File: src/hdl/tevq_pkg.sv
// Shared types and constants for the timed event queue.
// Used by timed_event_queue and its port checker; depends on nothing.
`default_nettype none

package tevq_pkg;

    localparam int QUEUE_DEPTH_DEF = 16;

    localparam int ID_W   = 32;
    localparam int TIME_W = 48;
    localparam int CMD_W  = 2;
    localparam int STAT_W = 3;
    // Entry layout: {execute_at, arrive_id, event_id}
    localparam int ENTRY_W = TIME_W + 2 * ID_W;

    typedef enum logic [CMD_W-1:0] {
        CMD_SCHEDULE = 2'd0,
        CMD_REMOVE   = 2'd1,
        CMD_POP      = 2'd2,
        CMD_NONE     = 2'd3
    } t_cmd;

    typedef enum logic [STAT_W-1:0] {
        STAT_OK        = 3'd0,
        STAT_BAD_ID    = 3'd1,
        STAT_IN_PAST   = 3'd2,
        STAT_DUPLICATE = 3'd3,
        STAT_NOT_FOUND = 3'd4,
        STAT_FULL      = 3'd5,
        STAT_NONE_DUE  = 3'd6
    } t_status;

    typedef enum logic [3:0] {
        S_IDLE = 4'b0001,
        S_SCAN = 4'b0010,
        S_DONE = 4'b0100,
        S_OUT  = 4'b1000
    } t_state;

    // Sort key: time with the sign bit flipped, then arrival id, then event id.
    function automatic logic [ENTRY_W-1:0] sort_key(input logic [ENTRY_W-1:0] e);
        sort_key = {~e[ENTRY_W-1], e[ENTRY_W-2:0]};
    endfunction

endpackage

`default_nettype wire

File: src/hdl/timed_event_queue.sv
// Timed event queue: bounded store of pending events with schedule, remove, pop.
// Depends on tevq_pkg. Entry data sits in one memory scanned by a shared compare unit.
// Schedule and remove scan every slot before answering; a schedule with a bad id or a
// time in the past skips the scan and answers directly.
// Pop runs one full scan per emitted word, and the next scan starts when the previous
// word is taken. One memory read port paces the scan.
// One command in flight at a time. Reset (sync, active low) empties the store at once.
`default_nettype none

module timed_event_queue #(
    parameter int QUEUE_DEPTH = tevq_pkg::QUEUE_DEPTH_DEF
) (
    input  wire logic                               i_clk,
    input  wire logic                               i_rst_n,
    input  wire logic                               i_valid,
    output logic                                    o_ready,
    input  wire logic [tevq_pkg::CMD_W-1:0]         i_command,
    input  wire logic [tevq_pkg::ID_W-1:0]          i_event_id,
    input  wire logic [tevq_pkg::ID_W-1:0]          i_arrive_id,
    input  wire logic signed [tevq_pkg::TIME_W-1:0] i_execute_at,
    input  wire logic signed [tevq_pkg::TIME_W-1:0] i_now_time,
    output logic                                    o_valid,
    input  wire logic                               i_ready,
    output logic [tevq_pkg::STAT_W-1:0]             o_status,
    output logic [tevq_pkg::ID_W-1:0]               o_out_event_id,
    output logic [tevq_pkg::ID_W-1:0]               o_out_arrive_id,
    output logic signed [tevq_pkg::TIME_W-1:0]      o_out_execute_at,
    output logic                                    o_last
);
    import tevq_pkg::*;

    localparam int AW = (QUEUE_DEPTH > 1) ? $clog2(QUEUE_DEPTH) : 1;
    localparam int CW = $clog2(QUEUE_DEPTH + 1);
    localparam logic [CW-1:0] LAST_ADDR = CW'(QUEUE_DEPTH);

    t_state r_state, n_state;

    logic [ENTRY_W-1:0] r_mem [QUEUE_DEPTH];
    logic [ENTRY_W-1:0] r_rd;
    logic [QUEUE_DEPTH-1:0] r_valid;

    t_cmd                r_cmd;
    logic [ID_W-1:0]     r_ev;
    logic [ID_W-1:0]     r_ar;
    logic [TIME_W-1:0]   r_at;
    logic signed [TIME_W-1:0] r_limit;

    logic [CW-1:0]      r_addr;
    logic               r_pend;
    logic [AW-1:0]      r_pend_idx;
    logic               r_hit;
    logic               r_multi;
    logic [AW-1:0]      r_hit_idx;
    logic [ENTRY_W-1:0] r_best;
    logic               r_free_found;
    logic [AW-1:0]      r_free_idx;

    logic [STAT_W-1:0]  r_status;
    logic [ID_W-1:0]    r_oev;
    logic [ID_W-1:0]    r_oar;
    logic [TIME_W-1:0]  r_oat;
    logic               r_last;

    logic in_acc, out_acc, issue, scan_end;
    logic rd_valid, id_match, due, earlier;
    logic sched_bad, sched_past;

    assign o_ready  = (r_state == S_IDLE);
    assign o_valid  = (r_state == S_OUT);
    assign in_acc   = i_valid && o_ready;
    assign out_acc  = o_valid && i_ready;
    assign issue    = (r_state == S_SCAN) && (r_addr != LAST_ADDR);
    assign scan_end = (r_state == S_SCAN) && (r_addr == LAST_ADDR) && !r_pend;

    assign sched_bad  = (i_event_id == '0) || (i_arrive_id == '0);
    assign sched_past = (i_execute_at < i_now_time);

    // Shared compare unit on the entry just read
    assign rd_valid = r_pend && r_valid[r_pend_idx];
    assign id_match = (r_rd[ID_W-1:0] == r_ev);
    assign due      = ($signed(r_rd[ENTRY_W-1 -: TIME_W]) <= r_limit);
    assign earlier  = (sort_key(r_rd) < sort_key(r_best));

    assign o_status         = r_status;
    assign o_out_event_id   = r_oev;
    assign o_out_arrive_id  = r_oar;
    assign o_out_execute_at = $signed(r_oat);
    assign o_last           = r_last;

    always_comb begin
        n_state = r_state;
        unique case (r_state)
            S_IDLE: begin
                if (in_acc) begin
                    unique case (t_cmd'(i_command))
                        CMD_SCHEDULE: n_state = (sched_bad || sched_past) ? S_OUT : S_SCAN;
                        CMD_REMOVE:   n_state = S_SCAN;
                        CMD_POP:      n_state = S_SCAN;
                        CMD_NONE:     n_state = S_IDLE;
                    endcase
                end
            end
            S_SCAN: if (scan_end) n_state = S_DONE;
            S_DONE: n_state = S_OUT;
            S_OUT: begin
                if (out_acc) begin
                    n_state = (r_cmd == CMD_POP && !r_last) ? S_SCAN : S_IDLE;
                end
            end
            default: n_state = S_IDLE;
        endcase
    end

    // Entry memory: one write port, one registered read port
    always_ff @(posedge i_clk) begin
        if (r_state == S_DONE && r_cmd == CMD_SCHEDULE && !r_hit && r_free_found) begin
            r_mem[r_free_idx] <= {r_at, r_ar, r_ev};
        end
        if (issue) begin
            r_rd <= r_mem[r_addr[AW-1:0]];
        end
    end

    always_ff @(posedge i_clk) begin
        if (!i_rst_n) begin
            r_state <= S_IDLE;
            r_valid <= '0;
            r_pend  <= 1'b0;
        end else begin
            r_state <= n_state;

            // Scan pipeline: address out this cycle, data back the next
            r_pend <= issue;
            if (issue) begin
                r_pend_idx <= r_addr[AW-1:0];
                r_addr     <= r_addr + 1'b1;
            end

            if (rd_valid) begin
                unique case (r_cmd)
                    CMD_SCHEDULE: if (id_match) r_hit <= 1'b1;
                    CMD_REMOVE: begin
                        if (id_match) begin
                            r_hit     <= 1'b1;
                            r_hit_idx <= r_pend_idx;
                            r_best    <= r_rd;
                        end
                    end
                    CMD_POP: begin
                        if (due) begin
                            if (r_hit) r_multi <= 1'b1;
                            if (!r_hit || earlier) begin
                                r_hit     <= 1'b1;
                                r_hit_idx <= r_pend_idx;
                                r_best    <= r_rd;
                            end
                        end
                    end
                    default: ;
                endcase
            end
            // Lowest free slot, for schedule
            if (r_pend && !r_valid[r_pend_idx] && !r_free_found) begin
                r_free_found <= 1'b1;
                r_free_idx   <= r_pend_idx;
            end

            if (in_acc) begin
                r_cmd   <= t_cmd'(i_command);
                r_ev    <= i_event_id;
                r_ar    <= i_arrive_id;
                r_at    <= i_execute_at;
                r_limit <= i_now_time;
                r_status <= sched_bad ? STAT_BAD_ID : STAT_IN_PAST;
                r_oev   <= '0;
                r_oar   <= '0;
                r_oat   <= '0;
                r_last  <= 1'b1;
            end

            // Clear scan state on every scan start
            if ((r_state == S_IDLE && n_state == S_SCAN) ||
                (r_state == S_OUT && n_state == S_SCAN)) begin
                r_addr       <= '0;
                r_hit        <= 1'b0;
                r_multi      <= 1'b0;
                r_free_found <= 1'b0;
            end

            if (r_state == S_DONE) begin
                r_oev  <= '0;
                r_oar  <= '0;
                r_oat  <= '0;
                r_last <= 1'b1;
                unique case (r_cmd)
                    CMD_SCHEDULE: begin
                        if (r_hit) begin
                            r_status <= STAT_DUPLICATE;
                        end else if (!r_free_found) begin
                            r_status <= STAT_FULL;
                        end else begin
                            r_status <= STAT_OK;
                            r_valid[r_free_idx] <= 1'b1;
                        end
                    end
                    CMD_REMOVE, CMD_POP: begin
                        if (r_hit) begin
                            r_status <= STAT_OK;
                            r_valid[r_hit_idx] <= 1'b0;
                            r_oev  <= r_best[ID_W-1:0];
                            r_oar  <= r_best[2*ID_W-1:ID_W];
                            r_oat  <= r_best[ENTRY_W-1 -: TIME_W];
                            r_last <= (r_cmd == CMD_POP) ? !r_multi : 1'b1;
                        end else begin
                            r_status <= (r_cmd == CMD_POP) ? STAT_NONE_DUE : STAT_NOT_FOUND;
                        end
                    end
                    default: ;
                endcase
            end
        end
    end

endmodule

`default_nettype wire

File: config.mk
export PLATFORM = sky130hd
export DESIGN_NAME = timed_event_queue
export DESIGN_NICKNAME = d
export VERILOG_FILES = /design/src/hdl/tevq_pkg.sv /design/src/hdl/timed_event_queue.sv
export SDC_FILE = /design/constraint.sdc
export NUM_CORES = 2
export LEC_CHECK = 0
export ABC_CLOCK_PERIOD_IN_PS = 13100
export BUFFER_PORTS_ARGS = -buffer_cell sky130_fd_sc_hd__clkbuf_2
export CORE_MARGIN = 2
export CORE_UTILIZATION = 55
export CTS_CLUSTER_DIAMETER = 40
export DETAILED_ROUTE_END_ITERATION = 12
export PLACE_DENSITY = 0.77
export SYNTH_ARGS = -nofsm -noshare
export SYNTH_HDL_FRONTEND = slang
export SYNTH_SLANG_ARGS = --single-unit
File: constraint.sdc
create_clock -name i_clk -period 13.1 [get_ports i_clk]
set_input_delay 1.31 -clock i_clk [delete_from_list [all_inputs] [get_ports i_clk]]
set_output_delay 1.31 -clock i_clk [all_outputs]
set_load 0.01 [all_outputs]
## Word-level counts from Yosys, hierarchy flattened

Memory sizes are Yosys's and may differ from the RTL's. A register that Yosys moved wholly into a read port is not among the register bits.
Cells that the tools add are included.

| cells by class | value |
|---|---|
| add/sub/neg operators | 1 |
| order comparisons | 8 |
| equality and inequality tests | 22 |
| multiplexer cells | 62 |
| bitwise operators | 5 |
| reductions and logical operators | 53 |

Operator list:

| kind | count |
|---|---|
| two-way mux 112 bit | 3 |
| two-way mux 32 bit | 7 |
| one-hot mux 112 bit (2 select lines) | 1 |
| two-way mux 48 bit | 4 |
| less-than comparator 112 bit | 1 |
| logical NOT 32 bit | 2 |
| <= comparator 48 bit | 1 |
| less-than comparator 48 bit | 1 |
| two-way mux 16 bit | 3 |
| == test 32 bit | 1 |
| one-hot mux 16 bit (2 select lines) | 1 |
| two-way mux 4 bit | 7 |
| two-way mux 1 bit | 19 |
| nonzero test 2 bit | 9 |
| bitwise AND 16 bit | 1 |
| logical AND 1 bit | 16 |
| inverter 16 bit | 1 |
| OR 16 bit | 1 |
| one-hot mux 4 bit (4 select lines) | 1 |
| less-than comparator 4 x 5 -> 1 bit, second input constant | 3 |
| two-way mux 3 bit | 5 |
| != test 2 bit, second input constant | 6 |
| one-hot mux 4 bit (3 select lines) | 1 |
| AND reduction 2 bit | 6 |
| other kinds (27) | 50 |

| storage, ports and cells | value |
|---|---|
| register bits | 431 |
| RAM bits | 1,792 |
| input bits | 166 |
| output and inout port bits | 118 |
| word-level logic and storage cells | 173 |
| memories | 1 |

Memory list:

| memory | depth | bits a word | rd ports | clocked after memory_dff | wr ports | line | text |
|---|---|---|---|---|---|---|---|
| r_mem | 16 | 112 | 1 | 1 | 1 | timed_event_queue.sv:38 | `logic [ENTRY_W-1:0] r_mem [QUEUE_DEPTH];` |

## Logic depth before layout (Yosys ltp)

| depth | value |
|---|---|
| word-level depth | 12 |
| depth in mapped cells | 12 |
| mapped depth without buffers | 12 |

## Worst setup path after synthesis

OpenSTA, ideal clock, no wires.

| timing path | value |
|---|---|
| path kind | reg-to-reg |
| start point | register r_rd[17], read port of r_mem |
| end point | register r_best[0] (enable) |
| library setup time | 0.733 ns |
| arrival | 9.915 ns |
| data required time | 12.367 ns |
| path slack | 2.452 ns |
| stages on the path, launching flop included | 11 |
| buffers on the path | 0 |
| clock period less this slack | 10.648 ns |
| path through | edfxtp_1 -> ha_1 -> a21oi_1 -> nor2_1 -> a2111oi_2 -> a21oi_1 -> or3_1 -> o31a_1 -> o21ai_1 -> a21boi_1 -> nor3_1 |

| between the ends | value |
|---|---|
| longest elaborated chain between the ends | 4 |
| elaborated cells on any way between the ends | 6 |
| classes of those cells | order compare: 1; eq/ne: 3; reduce/logical: 2 |

RTL lines:

| what | line | text |
|---|---|---|
| start, declared | timed_event_queue.sv:39 | `logic [ENTRY_W-1:0] r_rd;` |
| less-than comparator 112 bit | timed_event_queue.sv:82 | `assign earlier = (sort_key(r_rd) < sort_key(r_best));` |
| logical OR 1 bit | timed_event_queue.sv:152 | `if (!r_hit \|\| earlier) begin` |
| != test 2 bit (no source line) | - |  |
| AND reduction 6 bit (no source line) (*) | - |  |
| end signal, assigned | timed_event_queue.sv:146 | `r_best <= r_rd;` |
| end signal, assigned | timed_event_queue.sv:155 | `r_best <= r_rd;` |
| end, declared | timed_event_queue.sv:54 | `logic [ENTRY_W-1:0] r_best;` |

Every way passes the cells marked *; elsewhere a longest branch is shown, timed or not.
A chain may end at the register's enable or synchronous reset.

## Worst setup path in the final report

| timing path | value |
|---|---|
| start point | register r_rd[111], read port of r_mem |
| end point | register r_best[78] (enable) |

| between the ends | value |
|---|---|
| longest elaborated chain between the ends | 5 |
| elaborated cells on any way between the ends | 7 |
| classes of those cells | order compare: 2; eq/ne: 2; bitwise: 1; reduce/logical: 2 |

RTL lines:

| what | line | text |
|---|---|---|
| inverter 1 bit | tevq_pkg.sv:42 | `sort_key = {~e[ENTRY_W-1], e[ENTRY_W-2:0]};` |
| less-than comparator 112 bit | timed_event_queue.sv:82 |  |
| logical OR 1 bit | timed_event_queue.sv:152 |  |
| != test 2 bit (no source line) | - |  |
| AND reduction 6 bit (no source line) (*) | - |  |

Marks and branches as above.

==> results.txt <==
The run finished with clean final reports. For the pin with the worst max-slew slack, the measured transition is between 1 and 1.5 ns. The root buffer cell is sky130_fd_sc_hd__clkbuf_16. The number of distinct library cells after synthesis came out at 69. The final standard cell area without fillers came out at between 0.1 and 0.15 mm^2. The arrival time at the worst endpoint came out at ~6.0 ns. The total of buffers placed on input and output ports came out at approximately 280. Across every metal layer, demand over resource in global routing totals 0.271.

During synthesis, Yosys emitted a total of 0 warnings. The clock-pin slew reported for the worst setup and hold paths after clock tree synthesis is ~0.060 ns. The share of total power in combinational logic is 0.019. Among all flip-flop cells after synthesis, the most frequent one is sky130_fd_sc_hd__edfxtp_1. The total number of placement rows is 149. For this run, global-route usage on met3 was measured as 0.0516. The via count of the first global-routing pass came to between 40000 and 50000. The largest total area in the synthesized netlist belongs to sky130_fd_sc_hd__edfxtp_1.

The clock latency reported for the late side of the worst-skew pair came out at a little over 0.9 ns. The global routing usage on met2 came out at 0.448. Sorting the synthesized cells by how often they occur yields sky130_fd_sc_hd__edfxtp_1, sky130_fd_sc_hd__mux4_2, sky130_fd_sc_hd__inv_1. The longest clock path from root to sink contains 4 buffers. The power dissipated by switching net loads came out at ~3.3 mW.

The portion of the clock cycle consumed by the worst path in the final layout is 0.417. roughly 280 I/O pins were placed. The share of layout cells above drive strength 1 is 0.281. The clock share of power came out at 0.468. The core region area is between 0.15 and 0.2 mm^2. After routing, the total negative slack on setup checks comes to 0 ns. The worst IR drop on VDD is ~160 uV. Counting the buffers created by CTS gives roughly 280. After synthesis, the largest family of logic cells by area is multiplexers. The share of the synthesized area in the top cell type is 0.765. The width of the die is about 410 um.

The synthesized instance count is 4146. Of the total synthesized cell area, the portion taken by full adders, half adders and majority gates is 0.0295. The effective utilization at floorplan came out at 0.552. After clock tree synthesis, the flow added hold-fix buffers numbering 0. STA puts the critical path data required time at 13.61 ns. The total power divided by cell area came out at 156 mW/mm^2. The remaining global-route overflow is 0. The number of sinks on the clock net came out at between 2000 and 2500.

The setup skew after layout came out at 0.0567 ns. The global routing stage identified its most utilized layer as met2. The maximum clock frequency came out at 183 MHz. The largest net degree at the start of global routing came out at 166. The wire-length estimate of the detail-placed layout is 113000 um. In the global route stage, met1 resource usage came out at 0.366. STA classifies the critical path startpoint as a flop.

The area of the die came out at ~0.17 mm^2. The share of the synthesized netlist area taken by xor and xnor gates came out at 0.00347. The static leakage came out at 34.7 nW.

Cell internal power was estimated by the tool at 13.0 mW. The final number of max-transition violations is 0. The total power came out at 16.3 mW. The share of async-settable or async-resettable flops after synthesis is 0. The number of gates resized after cts came out at 0. The number of design rule violations left after detail routing came out at 0. The total wire length came out at 227000 um. Dividing the detail-routed wire length by the instance count gives 32.4 um. The vias per cell came out at around 6.5. Before antenna repair, the detailed router went through 6 iterations.

After synthesis, the mean cell area works out to around 22 um^2. After the first detailed-routing iteration, the DRC count stood at 6425. The compound-cell area share of the yosys netlist came out at 0.0157. The worst setup path is captured at a flop. Setup repair after global routing left no endpoint under its margin. The tightest slew margin relative to the limit is 0.181.

The synthesized design contains between 2000 and 2500 enable-type register cells. After synthesis, the share of cell area in mux cells is 0.140. The number of vias after detailed routing is between 40000 and 50000.

The count of antenna-violating nets left after detailed routing is 0. The number of buffers inserted by post-CTS setup repair is 0. The max capacitance violation total is 0.

The congestion estimate from routability-driven global placement came to 0.833. The first global-routing pass estimated ~330000 um of wire. The maximum fanout encountered on the critical timing path came out at 65. The clock tree from TritonCTS is done. The initial antenna violation count is 1. The H-tree was split into 5 levels. The number of storage elements in the synthesis netlist is roughly 2300.

The worst setup path is of the flop to flop kind. The number of nets in the finished design is around 5000. The most common cell in the synthesized netlist is sky130_fd_sc_hd__edfxtp_1. The sequential fraction of the synthesis area is 0.770. The setup-violating endpoint count in the final report is 0. The count of endpoints failing hold in the final timing report came out at 0. The tightest min-delay check is of the flop to flop type. The share of total power dissipated in sequential elements is 0.512. Of the total synthesized cell area, the portion taken by AND, OR, NAND and NOR gates is 0.0253. Compared with the post-synthesis result, the final layout area differs by 14.7%. After synthesis, the cell types taking the most area are sky130_fd_sc_hd__edfxtp_1, sky130_fd_sc_hd__mux4_2, sky130_fd_sc_hd__ha_1. After layout, the minimum clock period comes to roughly 5.5 ns.

Summing all placed instances gives a cell area of between 0.09 and 0.1 mm^2. The synthesized netlist occupies a cell area of ~0.09 mm^2. The floorplan step set the die height to between 400 and 500 um.

The switching share of power came out at 0.203. The total nets after synthesis came out at between 4000 and 5000.
-- placed cells by master, fill, tap and decap left out, types with 8 or more instances in the layout --
cell type / synthesis / final
sky130_fd_sc_hd__a211oi_1: 21 / 21
sky130_fd_sc_hd__a21o_1: 20 / 20
sky130_fd_sc_hd__a21oi_1: 67 / 67
sky130_fd_sc_hd__a31oi_1: 13 / 13
sky130_fd_sc_hd__and2_1: 114 / 114
sky130_fd_sc_hd__buf_12: 0 / 12
sky130_fd_sc_hd__buf_4: 0 / 54
sky130_fd_sc_hd__bufinv_16: 0 / 29
sky130_fd_sc_hd__clkbuf_1: 88 / 38
sky130_fd_sc_hd__clkbuf_16: 0 / 287
sky130_fd_sc_hd__clkbuf_2: 0 / 283
sky130_fd_sc_hd__clkinv_1: 0 / 34
sky130_fd_sc_hd__clkinv_2: 0 / 25
sky130_fd_sc_hd__clkinv_4: 0 / 16
sky130_fd_sc_hd__clkinvlp_4: 0 / 12
sky130_fd_sc_hd__dfxtp_1: 21 / 21
sky130_fd_sc_hd__edfxtp_1: 2314 / 2314
sky130_fd_sc_hd__ha_1: 214 / 214
sky130_fd_sc_hd__inv_1: 217 / 217
sky130_fd_sc_hd__inv_6: 0 / 19
sky130_fd_sc_hd__inv_8: 0 / 8
sky130_fd_sc_hd__mux4_2: 565 / 565
sky130_fd_sc_hd__nand2_1: 49 / 49
sky130_fd_sc_hd__nand2b_1: 12 / 12
sky130_fd_sc_hd__nand3_1: 23 / 23
sky130_fd_sc_hd__nand4_1: 44 / 44
sky130_fd_sc_hd__nor2_1: 65 / 50
sky130_fd_sc_hd__nor2_4: 0 / 15
sky130_fd_sc_hd__nor2b_1: 15 / 15
sky130_fd_sc_hd__nor3_1: 29 / 24
sky130_fd_sc_hd__nor4_1: 29 / 29
sky130_fd_sc_hd__o21ai_0: 37 / 37
sky130_fd_sc_hd__xor2_1: 34 / 34
-- worst max-delay path, stage by stage, from the launching register on --
cell	delay, ns
sky130_fd_sc_hd__edfxtp_1	0.44
sky130_fd_sc_hd__ha_1	0.34
sky130_fd_sc_hd__nand4_1	0.22
sky130_fd_sc_hd__nor4_1	0.96
sky130_fd_sc_hd__nand3_1	0.30
sky130_fd_sc_hd__nor3_1	0.62
sky130_fd_sc_hd__nand4_1	0.44
sky130_fd_sc_hd__nand3b_1	0.41
sky130_fd_sc_hd__a21boi_1	0.16
sky130_fd_sc_hd__nor3_2	0.25
sky130_fd_sc_hd__buf_4	0.80
-- registers in the layout, summed over array words and instances (netlist names), 3 cells and up --
| name | flops |
|---|---|
| r_pend_idx | 4 |
| r_rd | 112 |
| o_out_execute_at | 48 |
| r_limit | 48 |
| o_status | 3 |
| r_addr | 5 |
| r_mem | 1792 |
| r_at | 48 |
| r_hit_idx | 4 |
| r_ev | 32 |
| r_state | 4 |
| r_valid | 16 |
| o_out_event_id | 32 |
| r_free_idx | 4 |
| r_best | 112 |
| r_ar | 32 |
| o_out_arrive_id | 32 |
-- final cells by class --
type,instances,area (um^2)
multi-input combinational,1447,19600
clock inverter,147,1680
fill,10400,60300
clock buffer,326,7340
timing repair buffer,349,2060
sequential,2335,69900
antenna,1,2.50
inverter,219,822
tap,2189,2740
-- power by group through the flow --
stage                     Combinational (mW)  Clock (mW)  Sequential (mW)
after global routing                   0.339        7.97             8.35
after global placement                 0.306           0             8.49
after detailed placement               0.313           0             8.50
final                                  0.317        7.63             8.35
after CTS                              0.318        7.70             8.34
after floorplan                        0.166           0             8.48
-- path summary, 6_finish.rpt --
kind                            startpoint          to  slack (ns)  depth (start not counted)
worst min-delay path              r_rd[34]  r_best[34]        0.44                          0
worst max register to register   r_rd[111]  r_best[78]        7.64                         10
worst max-delay path             r_rd[111]  r_best[78]        7.64                         10
worst min register to register    r_rd[34]  r_best[34]        0.44                          0
-- cells by family after synthesis --
group,Yosys count
flops,2335
compound gates,219
buf+inv,364
fa+ha+maj,214
xor+xnor,36
mux,568
simple gates,410
-- per-stage QoR --
stage               utilization  std cells  worst slack [ns]  hold WS (ns)
global route              0.633       7012              7.64         0.467
detailed placement        0.579       6539              7.88         0.444
finish                    0.633       7013              7.64         0.440
floorplan                     -       4146              2.45         0.424
global placement          0.579       6539              7.89         0.442
CTS                       0.633       7012              7.83         0.440
-- layer usage --
metal / share of wire / wire length [um]
met4: 0.034 / 7710
met1: 0.36 / 83000
met5: 0 / 0
met3: 0.096 / 21900
met2: 0.50 / 115000
No activity file was read; power rests on OpenSTA's default activity.
